--- config.mk ---
export PLATFORM = sky130hd
export DESIGN_NAME = directory_entry_name_search_flat
export DESIGN_NICKNAME = d
export VERILOG_FILES = /design/src/hdl/des_pkg.sv /design/src/hdl/des_in_if.sv /design/src/hdl/des_out_if.sv /design/src/hdl/des_scan.sv /design/src/hdl/directory_entry_name_search.sv /design/src/flat_wrapper.sv
export SDC_FILE = /design/constraint.sdc
export NUM_CORES = 1
export LEC_CHECK = 0
export BUFFER_PORTS_ARGS = -buffer_cell sky130_fd_sc_hd__buf_2
export CAP_MARGIN = 20
export CORE_ASPECT_RATIO = 0.7
export CORE_MARGIN = 2
export CORE_UTILIZATION = 47
export DETAILED_ROUTE_END_ITERATION = 7
export GPL_TIMING_DRIVEN = 1
export PLACE_DENSITY = 0.67
export SLEW_MARGIN = 20
export SYNTH_ARGS = -nofsm -noshare
export SYNTH_HDL_FRONTEND = slang
export SYNTH_HIERARCHICAL = 1
export SYNTH_SLANG_ARGS = --single-unit
export TNS_END_PERCENT = 100
--- constraint.sdc ---
create_clock -name i_clk -period 5.4 [get_ports i_clk]
set_input_delay 1.08 -clock i_clk [delete_from_list [all_inputs] [get_ports i_clk]]
set_output_delay 1.08 -clock i_clk [all_outputs]
set_load 0.05 [all_outputs]
--- src/hdl/des_pkg.sv ---
// ----------------------------------------------------------------------------
// des_pkg
// Shared types and constants for the directory entry short-name search.
// ----------------------------------------------------------------------------
package des_pkg;

    localparam int unsigned ENTRY_BYTES = 32;
    localparam int unsigned NAME_BYTES  = 11;
    localparam int unsigned POS_W       = $clog2(ENTRY_BYTES);
    localparam int unsigned CFG_DATA_W  = 64;
    localparam int unsigned CFG_IDX_W   = 1;

    // entry byte offsets
    localparam logic [POS_W-1:0] POS_FIRST   = 5'd0;
    localparam logic [POS_W-1:0] POS_ATTR    = 5'd11;
    localparam logic [POS_W-1:0] POS_CLU_HI0 = 5'd20;
    localparam logic [POS_W-1:0] POS_CLU_HI1 = 5'd21;
    localparam logic [POS_W-1:0] POS_CLU_LO0 = 5'd26;
    localparam logic [POS_W-1:0] POS_CLU_LO1 = 5'd27;
    localparam logic [POS_W-1:0] POS_SIZE0   = 5'd28;
    localparam logic [POS_W-1:0] POS_LAST    = 5'd31;
    localparam logic [POS_W-1:0] POS_NAME_END = 5'd11;

    // marker bytes
    localparam logic [7:0] END_MARK       = 8'h00;
    localparam logic [7:0] DELETED_MARK   = 8'hE5;
    localparam logic [7:0] LONG_NAME_ATTR = 8'h0F;

    // result status codes
    localparam logic [1:0] ST_FOUND     = 2'd0;
    localparam logic [1:0] ST_END_MARK  = 2'd1;
    localparam logic [1:0] ST_NOT_FOUND = 2'd2;

    // config register indexes
    localparam logic [CFG_IDX_W-1:0] REG_NAME_BASE = 1'd0;
    localparam logic [CFG_IDX_W-1:0] REG_NAME_EXT  = 1'd1;

    typedef struct packed {
        logic [7:0] data_byte;
        logic       stream_end;
    } t_in_beat;

    typedef struct packed {
        logic [1:0]  status;
        logic [31:0] start_cluster;
        logic [31:0] file_size;
        logic [7:0]  attributes;
    } t_out_beat;

endpackage

--- src/hdl/des_in_if.sv ---
// ----------------------------------------------------------------------------
// des_in_if
// Valid/ready channel carrying one directory byte per beat.
// ----------------------------------------------------------------------------
interface des_in_if;
    logic             valid;
    logic             ready;
    des_pkg::t_in_beat data;

    modport source (output valid, output data, input ready);
    modport sink   (input valid, input data, output ready);
endinterface

--- src/hdl/des_out_if.sv ---
// ----------------------------------------------------------------------------
// des_out_if
// Valid/ready channel carrying one search result per beat.
// ----------------------------------------------------------------------------
interface des_out_if;
    logic               valid;
    logic               ready;
    des_pkg::t_out_beat data;

    modport source (output valid, output data, input ready);
    modport sink   (input valid, input data, output ready);
endinterface

--- src/hdl/des_scan.sv ---
// ----------------------------------------------------------------------------
// des_scan
// Per-entry scan state; decides a result from the accepted byte.
// ----------------------------------------------------------------------------
module des_scan (
    input  logic                  i_clk,
    input  logic                  i_rst_n,
    input  logic                  i_accept,
    input  des_pkg::t_in_beat     i_beat,
    input  logic [63:0]           i_name_base,
    input  logic [23:0]           i_name_ext,
    output logic                  o_res_valid,
    output des_pkg::t_out_beat    o_res
);

    logic [des_pkg::POS_W-1:0] r_pos, n_pos;
    logic                      r_match, n_match;
    logic                      r_skip, n_skip;
    logic                      r_done, n_done;
    logic [15:0]               r_clu_hi, n_clu_hi;
    logic [15:0]               r_clu_lo, n_clu_lo;
    logic [31:0]               r_size, n_size;
    logic [7:0]                r_attr, n_attr;

    logic [87:0] name;
    logic [7:0]  want;
    logic [7:0]  b;
    logic        first;
    logic        in_name;

    assign name    = {i_name_ext, i_name_base};
    assign b       = i_beat.data_byte;
    assign first   = (r_pos == des_pkg::POS_FIRST);
    assign in_name = (r_pos < des_pkg::POS_NAME_END);
    assign want    = in_name ? name[r_pos[3:0]*8 +: 8] : 8'h00;

    always_comb begin
        n_pos       = r_pos;
        n_match     = r_match;
        n_skip      = r_skip;
        n_done      = r_done;
        n_clu_hi    = r_clu_hi;
        n_clu_lo    = r_clu_lo;
        n_size      = r_size;
        n_attr      = r_attr;
        o_res_valid = 1'b0;
        o_res       = '0;

        if (!r_done) begin
            if (first) begin
                n_match = 1'b1;
                n_skip  = 1'b0;
            end
            if (first && b == des_pkg::END_MARK) begin
                n_done      = 1'b1;
                o_res_valid = 1'b1;
                o_res.status = des_pkg::ST_END_MARK;
            end else begin
                if (first && b == des_pkg::DELETED_MARK) begin
                    n_skip = 1'b1;
                end
                if (in_name && b != want) begin
                    n_match = 1'b0;
                end
                if (r_pos == des_pkg::POS_ATTR) begin
                    n_attr = b;
                    if (b == des_pkg::LONG_NAME_ATTR) begin
                        n_skip = 1'b1;
                    end
                end
                if (r_pos == des_pkg::POS_CLU_HI0) n_clu_hi[7:0]  = b;
                if (r_pos == des_pkg::POS_CLU_HI1) n_clu_hi[15:8] = b;
                if (r_pos == des_pkg::POS_CLU_LO0) n_clu_lo[7:0]  = b;
                if (r_pos == des_pkg::POS_CLU_LO1) n_clu_lo[15:8] = b;
                if (r_pos >= des_pkg::POS_SIZE0) begin
                    n_size[r_pos[1:0]*8 +: 8] = b;
                end
                if (r_pos == des_pkg::POS_LAST && !n_skip && n_match) begin
                    n_done              = 1'b1;
                    o_res_valid         = 1'b1;
                    o_res.status        = des_pkg::ST_FOUND;
                    o_res.start_cluster = {n_clu_hi, n_clu_lo};
                    o_res.file_size     = n_size;
                    o_res.attributes    = n_attr;
                end
                n_pos = r_pos + 1'b1;
            end
        end

        if (i_beat.stream_end) begin
            if (!n_done) begin
                o_res_valid  = 1'b1;
                o_res        = '0;
                o_res.status = des_pkg::ST_NOT_FOUND;
            end
            n_pos   = '0;
            n_match = 1'b1;
            n_skip  = 1'b0;
            n_done  = 1'b0;
        end
    end

    // control state
    always_ff @(posedge i_clk) begin
        if (!i_rst_n) begin
            r_pos   <= '0;
            r_match <= 1'b1;
            r_skip  <= 1'b0;
            r_done  <= 1'b0;
        end else if (i_accept) begin
            r_pos   <= n_pos;
            r_match <= n_match;
            r_skip  <= n_skip;
            r_done  <= n_done;
        end
    end

    // entry fields: every one is rewritten before a match can use it
    always_ff @(posedge i_clk) begin
        if (i_accept) begin
            r_clu_hi <= n_clu_hi;
            r_clu_lo <= n_clu_lo;
            r_size   <= n_size;
            r_attr   <= n_attr;
        end
    end

    // a match is only decided on an entry's last byte
    a_found_at_last: assert property (@(posedge i_clk) disable iff (!i_rst_n)
        (o_res_valid && o_res.status == des_pkg::ST_FOUND) |-> r_pos == des_pkg::POS_LAST)
        else $error("found result away from last entry byte");

    // once decided, position stays put until the stream ends
    a_done_frozen: assert property (@(posedge i_clk) disable iff (!i_rst_n)
        (r_done && i_accept && !i_beat.stream_end) |=> (r_done && $stable(r_pos)))
        else $error("scan state moved after decision");

endmodule

--- src/hdl/directory_entry_name_search.sv ---
// ----------------------------------------------------------------------------
// directory_entry_name_search
// Scans a directory byte stream for an 11-byte short name and reports the
// matching entry's cluster, size and attribute, an end marker, or not found.
// ----------------------------------------------------------------------------
//
//  channel      dir  beat contents                          handshake
//  -----------  ---  -------------------------------------  ----------
//  i_byte_ch    in   data_byte, stream_end                  valid/ready
//  o_result_ch  out  status, start_cluster, file_size, attr valid/ready
//  i_cfg_*      in   index + 64-bit data (name base / ext)  write enable
//
// One byte per cycle when not stalled. The decision for a byte is made in
// the cycle it is accepted and lands in the output register on that edge;
// results show on o_result_ch in the cycle after the byte that caused them.
// Input ready is low only while a result is held and the sink is stalled,
// so a held result never blocks a byte that causes no new result longer
// than the stall itself. Reset (synchronous, active low) clears scan control
// state, r_out_valid and both name registers; ready is low during reset.
// ----------------------------------------------------------------------------
module directory_entry_name_search (
    input  logic                                i_clk,
    input  logic                                i_rst_n,
    des_in_if.sink                              i_byte_ch,
    des_out_if.source                           o_result_ch,
    input  logic                                i_cfg_we,
    input  logic [des_pkg::CFG_IDX_W-1:0]       i_cfg_index,
    input  logic [des_pkg::CFG_DATA_W-1:0]      i_cfg_data
);

    logic [63:0]        r_name_base;
    logic [23:0]        r_name_ext;
    logic               r_out_valid;
    des_pkg::t_out_beat r_out;

    logic               in_ready;
    logic               in_acc;
    logic               res_valid;
    des_pkg::t_out_beat res;

    // config registers
    always_ff @(posedge i_clk) begin
        if (!i_rst_n) begin
            r_name_base <= '0;
            r_name_ext  <= '0;
        end else if (i_cfg_we) begin
            case (i_cfg_index)
                des_pkg::REG_NAME_BASE: r_name_base <= i_cfg_data[63:0];
                des_pkg::REG_NAME_EXT:  r_name_ext  <= i_cfg_data[23:0];
                default: ;
            endcase
        end
    end

    // take a byte whenever the output slot is free or draining this cycle
    assign in_ready          = i_rst_n && (!r_out_valid || o_result_ch.ready);
    assign in_acc            = i_byte_ch.valid && in_ready;
    assign i_byte_ch.ready   = in_ready;

    des_scan u_scan (
        .i_clk       (i_clk),
        .i_rst_n     (i_rst_n),
        .i_accept    (in_acc),
        .i_beat      (i_byte_ch.data),
        .i_name_base (r_name_base),
        .i_name_ext  (r_name_ext),
        .o_res_valid (res_valid),
        .o_res       (res)
    );

    // output register
    always_ff @(posedge i_clk) begin
        if (!i_rst_n) begin
            r_out_valid <= 1'b0;
        end else if (in_acc && res_valid) begin
            r_out_valid <= 1'b1;
        end else if (o_result_ch.ready) begin
            r_out_valid <= 1'b0;
        end
    end

    always_ff @(posedge i_clk) begin
        if (in_acc && res_valid) begin
            r_out <= res;
        end
    end

    assign o_result_ch.valid = r_out_valid;
    assign o_result_ch.data  = r_out;

    // a result only appears after a byte was taken
    a_res_from_byte: assert property (@(posedge i_clk) disable iff (!i_rst_n)
        $rose(r_out_valid) |-> $past(in_acc))
        else $error("result without accepted byte");

    // no byte is taken while a stalled result would be overwritten
    a_no_overrun: assert property (@(posedge i_clk) disable iff (!i_rst_n)
        (r_out_valid && !o_result_ch.ready) |-> !in_acc)
        else $error("byte accepted over stalled result");

    // end marker and not-found carry zero payload
    a_zero_payload: assert property (@(posedge i_clk) disable iff (!i_rst_n)
        (r_out_valid && r_out.status != des_pkg::ST_FOUND) |->
            (r_out.start_cluster == '0 && r_out.file_size == '0 &&
             r_out.attributes == '0))
        else $error("nonzero payload on non-match result");

    // status is always a defined code
    a_status_code: assert property (@(posedge i_clk) disable iff (!i_rst_n)
        r_out_valid |-> (r_out.status == des_pkg::ST_FOUND ||
                         r_out.status == des_pkg::ST_END_MARK ||
                         r_out.status == des_pkg::ST_NOT_FOUND))
        else $error("undefined status code");

endmodule
--- src/flat_wrapper.sv ---
// flat-port wrapper written by rule: the top's interface ports become plain ports
module directory_entry_name_search_flat 
  (i_clk, i_rst_n, i_cfg_we, i_cfg_index, i_cfg_data, i_byte_ch_valid, i_byte_ch_data, i_byte_ch_ready, o_result_ch_valid, o_result_ch_data, o_result_ch_ready);
  des_in_if i_byte_ch_i ();
  des_out_if o_result_ch_i ();
  input  logic i_clk;
  input  logic i_rst_n;
  input  logic i_cfg_we;
  input  logic [des_pkg::CFG_IDX_W-1:0] i_cfg_index;
  input  logic [des_pkg::CFG_DATA_W-1:0] i_cfg_data;
  input wire logic [$bits(i_byte_ch_i.valid)-1:0] i_byte_ch_valid;
  input wire logic [$bits(i_byte_ch_i.data)-1:0] i_byte_ch_data;
  output wire logic [$bits(i_byte_ch_i.ready)-1:0] i_byte_ch_ready;
  output wire logic [$bits(o_result_ch_i.valid)-1:0] o_result_ch_valid;
  output wire logic [$bits(o_result_ch_i.data)-1:0] o_result_ch_data;
  input wire logic [$bits(o_result_ch_i.ready)-1:0] o_result_ch_ready;
  assign i_byte_ch_i.valid = i_byte_ch_valid;
  assign i_byte_ch_i.data = i_byte_ch_data;
  assign i_byte_ch_ready = i_byte_ch_i.ready;
  assign o_result_ch_valid = o_result_ch_i.valid;
  assign o_result_ch_data = o_result_ch_i.data;
  assign o_result_ch_i.ready = o_result_ch_ready;
  directory_entry_name_search u_core (.i_clk(i_clk), .i_rst_n(i_rst_n), .i_byte_ch(i_byte_ch_i), .o_result_ch(o_result_ch_i), .i_cfg_we(i_cfg_we), .i_cfg_index(i_cfg_index), .i_cfg_data(i_cfg_data));
endmodule
After elaboration in Yosys (flattened, before gate mapping)
Cells that the tools add are included.
{ "op_classes": {"addsub": 2, "multipliers": 0, "div": 0, "n_lt_le_gt_ge": 2, "eq_ne": 11, "shift": 3, "muxes": 42, "n_bitwise": 3, "reduce_logical": 19} }
{ "ops": {"columns": ["cell", "count"], "rows": [
  ["$mux W74", 3],
  ["$mux W72", 2],
  ["$shiftx A88 B8 Y8", 1],
  ["$mux W8", 6],
  ["$neg A5 Y34", 1],
  ["$shift A8 B34 Y32 const A", 1],
  ["$shiftx A8 B34 Y32", 1],
  ["$bwmux W32", 1],
  ["$mux W32", 1],
  ["$eq A5 B5 Y1 const B", 5],
  ["$mux W1", 25],
  ["$mux W5", 3],
  ["$eq A8 B4 Y1 const B", 1],
  ["$eq A8 B8 Y1 const B", 1],
  ["$logic_and A1 B1 Y1", 8],
  ["$logic_not A8 Y1", 1],
  ["$ne A8 B8 Y1", 1],
  ["$reduce_and A2 Y1", 3],
  ["$reduce_and A3 Y1", 2],
  ["$add A5 B1 Y5 const B", 1],
  ["$eq A5 B4 Y1 const B", 1],
  ["$ge A5 B5 Y1 const B", 1],
  ["$logic_not A5 Y1", 1],
  ["$lt A5 B4 Y1 const B", 1],
  ["other kinds (6)", 10]
]} }
{ "totals": {"register_bits": 243, "latch_bits": 0, "mem_bits_rw": 0, "romBits": 0, "input_bits": 79, "out_inout_bits": 76, "word_cells": 97, "memories": 0} }

Longest topological paths before layout
{ "depth": {"depth_word": 17, "ltp_mapped": 16, "ltp_nobuf": 11} }

Cells and area by module
Netlist, hierarchy kept.
{ "by_module_without_submodules": {"columns": ["module", "instances", "cells_each", "area_per_inst_um2", "seq_area_each_um2"], "rows": [
  ["directory_entry_name_search", 1, 438, 5749.3, 4003.8],
  ["des_scan", 1, 538, 5619.1, 2322.2]
]} }

Least setup slack after synthesis
Ideal clock, no wire load.
{ "synth_path": {"path_kind": "flip-flop to flip-flop", "from": "register u_core/u_scan/r_pos[1] (netlist name)", "to": "register u_core.r_out (netlist bit u_core/o_result_ch.data[0]) (enable)", "setup_ps": 439, "arrival_ps": 4423, "required_ps": 4961, "path_slack_ps": 538, "stages_incl_launch_ff": 13, "n_path_buf": 4, "period_less_slack_ps": 4862, "cell_sequence": "dfxtp_1 -> buf_6 -> buf_6 -> buf_4 -> inv_1 -> ha_1 -> buf_2 -> or4b_1 -> or3_1 -> nor4_4 -> nor3_1 -> a211oi_1 -> and4_1"} }
{ "synth_between": {"elab_chain_cells": 16, "word_cells_on_any_way": 30, "cone_classes": "1 x order compare; 3 x eq/ne; 1 x shift; 17 x mux; 8 x reduce/logical"} }
{ "synth_lines": {"columns": ["element", "line_no", "source"], "rows": [
  ["start: declaration", "des_scan.sv:16", "logic [des_pkg::POS_W-1:0] r_pos, n_pos;"],
  ["start signal: assignment", "des_scan.sv:111", "r_pos <= n_pos;"],
  ["parallel branches: the longest is 11 deep, another holds $shiftx A88 B8 Y8", null, null],
  ["$mux W1 *", "des_scan.sv:54", "if (first && b == des_pkg::END_MARK) begin"],
  ["$mux W1", "des_scan.sv:49", "if (!r_done) begin"],
  ["$mux W1", "des_scan.sv:91", "if (!n_done) begin"],
  ["$mux W1 *", "des_scan.sv:90", "if (i_beat.stream_end) begin"],
  ["via u_core.res_valid", "directory_entry_name_search.sv:38", "logic res_valid;"],
  ["$logic_and A1 B1 Y1 *", "directory_entry_name_search.sv:83", "if (in_acc && res_valid) begin"],
  ["end signal: assignment", "directory_entry_name_search.sv:84", "r_out <= res;"],
  ["end: declaration", "directory_entry_name_search.sv:34", "des_pkg::t_out_beat r_out;"]
]} }
Mark *: on every way through the listed nets, which the timed path passes. The select of a mux whose other input is x is not followed.
A chain may end at the register's enable or synchronous reset.

Final worst setup path
{ "layout_path": {"from": "register u_core/u_scan/r_pos[0] (netlist name)", "to": "register u_core.r_out (netlist bit u_core/o_result_ch.data[47]) (enable)"} }
Same word-level chain as after synthesis.

==> run metrics <==
largest family of logic cells by synthesized area=simple AND/OR/NAND/NOR gates; CTS Buffer Depth=3; worst path arrival time=4.75 ns; via count=7916; r2r endpoint=u_core/o_result_ch.data[47]; die area=25500 um2; Buf/Inv on CP=2; Util after Layout=54.6%; Avg WL per Cell=19.5 um; fin cells=1429; CTS clk-pin slew, worst paths=0.06 ns; sequential share of the synthesized area=55.6%; crit path max-delay cell type=dfxtp_1; status=finished, final reports clean; unique cell type count in the Yosys netlist=71; Post-synth EDFFs=146; R2R depth=11; ANT nets after route=0; Worst-Skew Late Latency=0.52 ns; worst min-delay path class=flop to flop; Worst Tran Pin Value=1.11 ns; largest stage delay on the critical path=0.87 ns; final WL=27.8 mm; IO Port Bufs=154; reg-to-reg startpoint=u_core/u_scan/r_pos[0]; CTS tree=built; min-delay src=u_core/r_name_base[23]; final count of hold timing violations=0; share of cells above drive strength 1=27.9%; Hold Buf Count CTS=0; Total Routing Usage GR=21.9%; max cap viols=0; clk_skew=0.0123 ns; Initial Utilization=48.0%; # rows=47; Syn. warnings=6; r2r setup slk=0.85 ns; crit-path cells=buf_4, mux4_2, and3_4, a31oi_4, a21oi_1, or3_1, a32oi_4, nand2_1, a211oi_1, and4_4, buf_12; antenna violations before repair=1; 1st-pass router iterations=7; Slew Viols, Final=0; core footprint=23700 um2; post-synthesis simple-gate area fraction=16.4%; Die H=134 um; dpl hpwl=17.7 mm; total I/O pin count=155; Syn Nets=1061; final setup vio count=0; Startpoint Class=flop; H-tree depth=1; dpl ws=0.866 ns; synthesized area=11400 um2; Crit. End Element=flop; syn_area_per_cell=11.6 um2; Vias/cell=5.54; Synth Instances=976; final period utilization=84.3%; Max Clk Rate=220 MHz; Die Wd=190 um; area grow syn2layout=13.8%; largest net degree at the start of global routing=96; Hold Path Cell Cnt=2; Setup Buffers After CTS=0; global placement routability congestion=0.879; compound-cell area share of the yosys netlist=6.72%; maximum VDD drop=227 uV; RSZ-0062 raised after global routing=false; top cells by area, synth=edfxtp_1 39%, dfxtp_1 17%, mux2i_1 9.1%, nand2_1 5.9%, mux2_2 3.9%; initial drt markers=825; root buf cell=clkbuf_16; total clock sinks=243; multiplexer area fraction after synthesis=15.5%; Hold Path End=u_core/r_name_base[23]; Yosys top cell area share=38.6%; number of remaining DRC errors=0; CP required=5.60 ns; post-route minimum period=4.55 ns; pwr dens=312 nW/um2; grt ovf=0; kind of critical path=flop to flop; CTS buffer count=24; Post-CTS Resized=0; Yosys reg bits=243; Largest delay share family, worst path=simple AND/OR/NAND/NOR gates; Synth Area in XOR/XNOR=0.308%; Top FF cell, synth=edfxtp_1; vias in the first global route=7658; Layout Nets=1177; final worst slack=0.850 ns; # placed instances=1384; Fillers=2094; first-pass GRT wire length=43.9 mm; Crit Path Max Fanout=38; Static Leak=4.89 nW; Async SR Flop Fraction=0%; Yosys top cell by area=edfxtp_1; adder-cell share of the synthesized area=0.660%; slew margin rel.=26.3%; setup TNS=0 ns
[final cells by class]
type | count | area (um2) | share of cell area, %
Antenna cell | 1 | 2.50 | 0.0193
Clock buffer | 37 | 724 | 5.60
Clock inverter | 7 | 86.3 | 0.667
Inverter | 7 | 26.3 | 0.203
Multi-Input combinational cell | 651 | 4510 | 34.8
Sequential cell | 243 | 6330 | 48.9
Tap cell | 318 | 398 | 3.07
Timing Repair Buffer | 165 | 868 | 6.71
[worst max path at each step]
| stage | startpoint | endpoint | depth (start not counted) |
|---|---|---|---|
| after global routing | u_core/u_scan/r_pos[0] | u_core/o_result_ch.data[51] | 11 |
| after detailed placement | u_core/u_scan/r_pos[0] | u_core/o_result_ch.data[49] | 11 |
| after CTS | u_core/u_scan/r_pos[0] | u_core/o_result_ch.data[51] | 11 |
| final | u_core/u_scan/r_pos[0] | u_core/o_result_ch.data[47] | 11 |
| after global placement | u_core/u_scan/r_pos[0] | u_core/o_result_ch.data[39] | 11 |
| after floorplan | u_core/u_scan/r_pos[1] | u_core/o_result_ch.data[0] | 12 |
[through the flow]
stage               power, mW  area [um2]  hold slack [ns]
floorplan                2.27       11400            0.431
CTS                      4.07       12900            0.459
finish                   4.03       12900            0.456
detailed placement       2.36       12100            0.450
global placement         2.35       12100            0.447
global route             4.17       12900            0.475
[registers in the layout, summed over array words and instances, names as in the netlist]
register                  flops
u_core/u_scan/r_attr          8
u_core/u_scan/r_skip          1
u_core/u_scan/r_pos           5
u_core/u_scan/r_match         1
u_core/u_scan/r_clu_lo       16
u_core/o_result_ch.data      74
u_core/u_scan/r_done          1
u_core/u_scan/r_size         32
u_core/r_name_ext            24
u_core/r_name_base           64
u_core/o_result_ch.valid      1
u_core/u_scan/r_clu_hi       16
[layout by cell type (no fill, tap or decap), types with 9 or more instances in the layout]
cell type,netlist,routed
a22o_1,24,24
a22oi_1,9,9
buf_2,26,153
buf_4,1,11
clkbuf_16,0,26
dfxtp_1,97,96
edfxtp_1,146,146
mux2_2,39,39
mux2i_1,103,103
mux4_2,11,11
nand2_1,180,180
nand3_1,75,75
nor2_1,51,50
nor2_2,33,33
nor2b_1,10,10
o21ai_0,20,20
[cell usage after synthesis, types with 4 or more instances]
cell type / instances
inv_1: 6
buf_8: 5
nand4_1: 6
nand2_1: 180
mux4_2: 11
clkbuf_1: 23
edfxtp_1: 146
nor2b_1: 10
and3_1: 4
a22oi_1: 9
buf_6: 15
ha_1: 6
mux2_2: 39
nor2_2: 33
nand3_1: 75
dfxtp_1: 97
nor4_1: 4
buf_2: 26
mux2i_1: 103
o21ai_0: 20
and2_1: 6
nor2_1: 51
a22o_1: 24
a221o_1: 5
a21oi_1: 5
[metal layers]
| metal | vias up | share of wire [%] | global-route usage [%] |
|---|---|---|---|
| met5 | - | 0 | 0 |
| met4 | 0 | 1.6 | 4.39 |
| met3 | 37 | 7.6 | 4.16 |
| met2 | 332 | 40 | 29.3 |
| met1 | 3792 | 51 | 36.0 |
| li1 | 3755 | - | - |
[cells by family (layout without fill, tap and decap cells)]
kind of cell    Yosys count  count (layout)
xor+xnor                  4               4
fa+ha+maj                 6               6
flops                   243             243
compound gates           92              92
mux                     156             156
other cells               0               1
buf+inv                  82             216
simple gates            393             393
[power breakdown]
part | total, mW | switching (mW) | internal (mW) | leakage, nW
Combinational | 0.267 | 0.160 | 0.107 | 2.18
Sequential | 2.05 | 0.0355 | 2.02 | 2.31
Clock | 1.71 | 0.693 | 1.02 | 0.399
[worst register-to-register path: stages (launching register included)]
cell	delay (ns)
dfxtp_1	0.87
buf_4	0.33
mux4_2	0.53
and3_4	0.20
a31oi_4	0.17
a21oi_1	0.09
or3_1	0.35
a32oi_4	0.23
nand2_1	0.11
a211oi_1	0.33
and4_4	0.69
buf_12	0.32
Power figures use the tool's default switching activity.
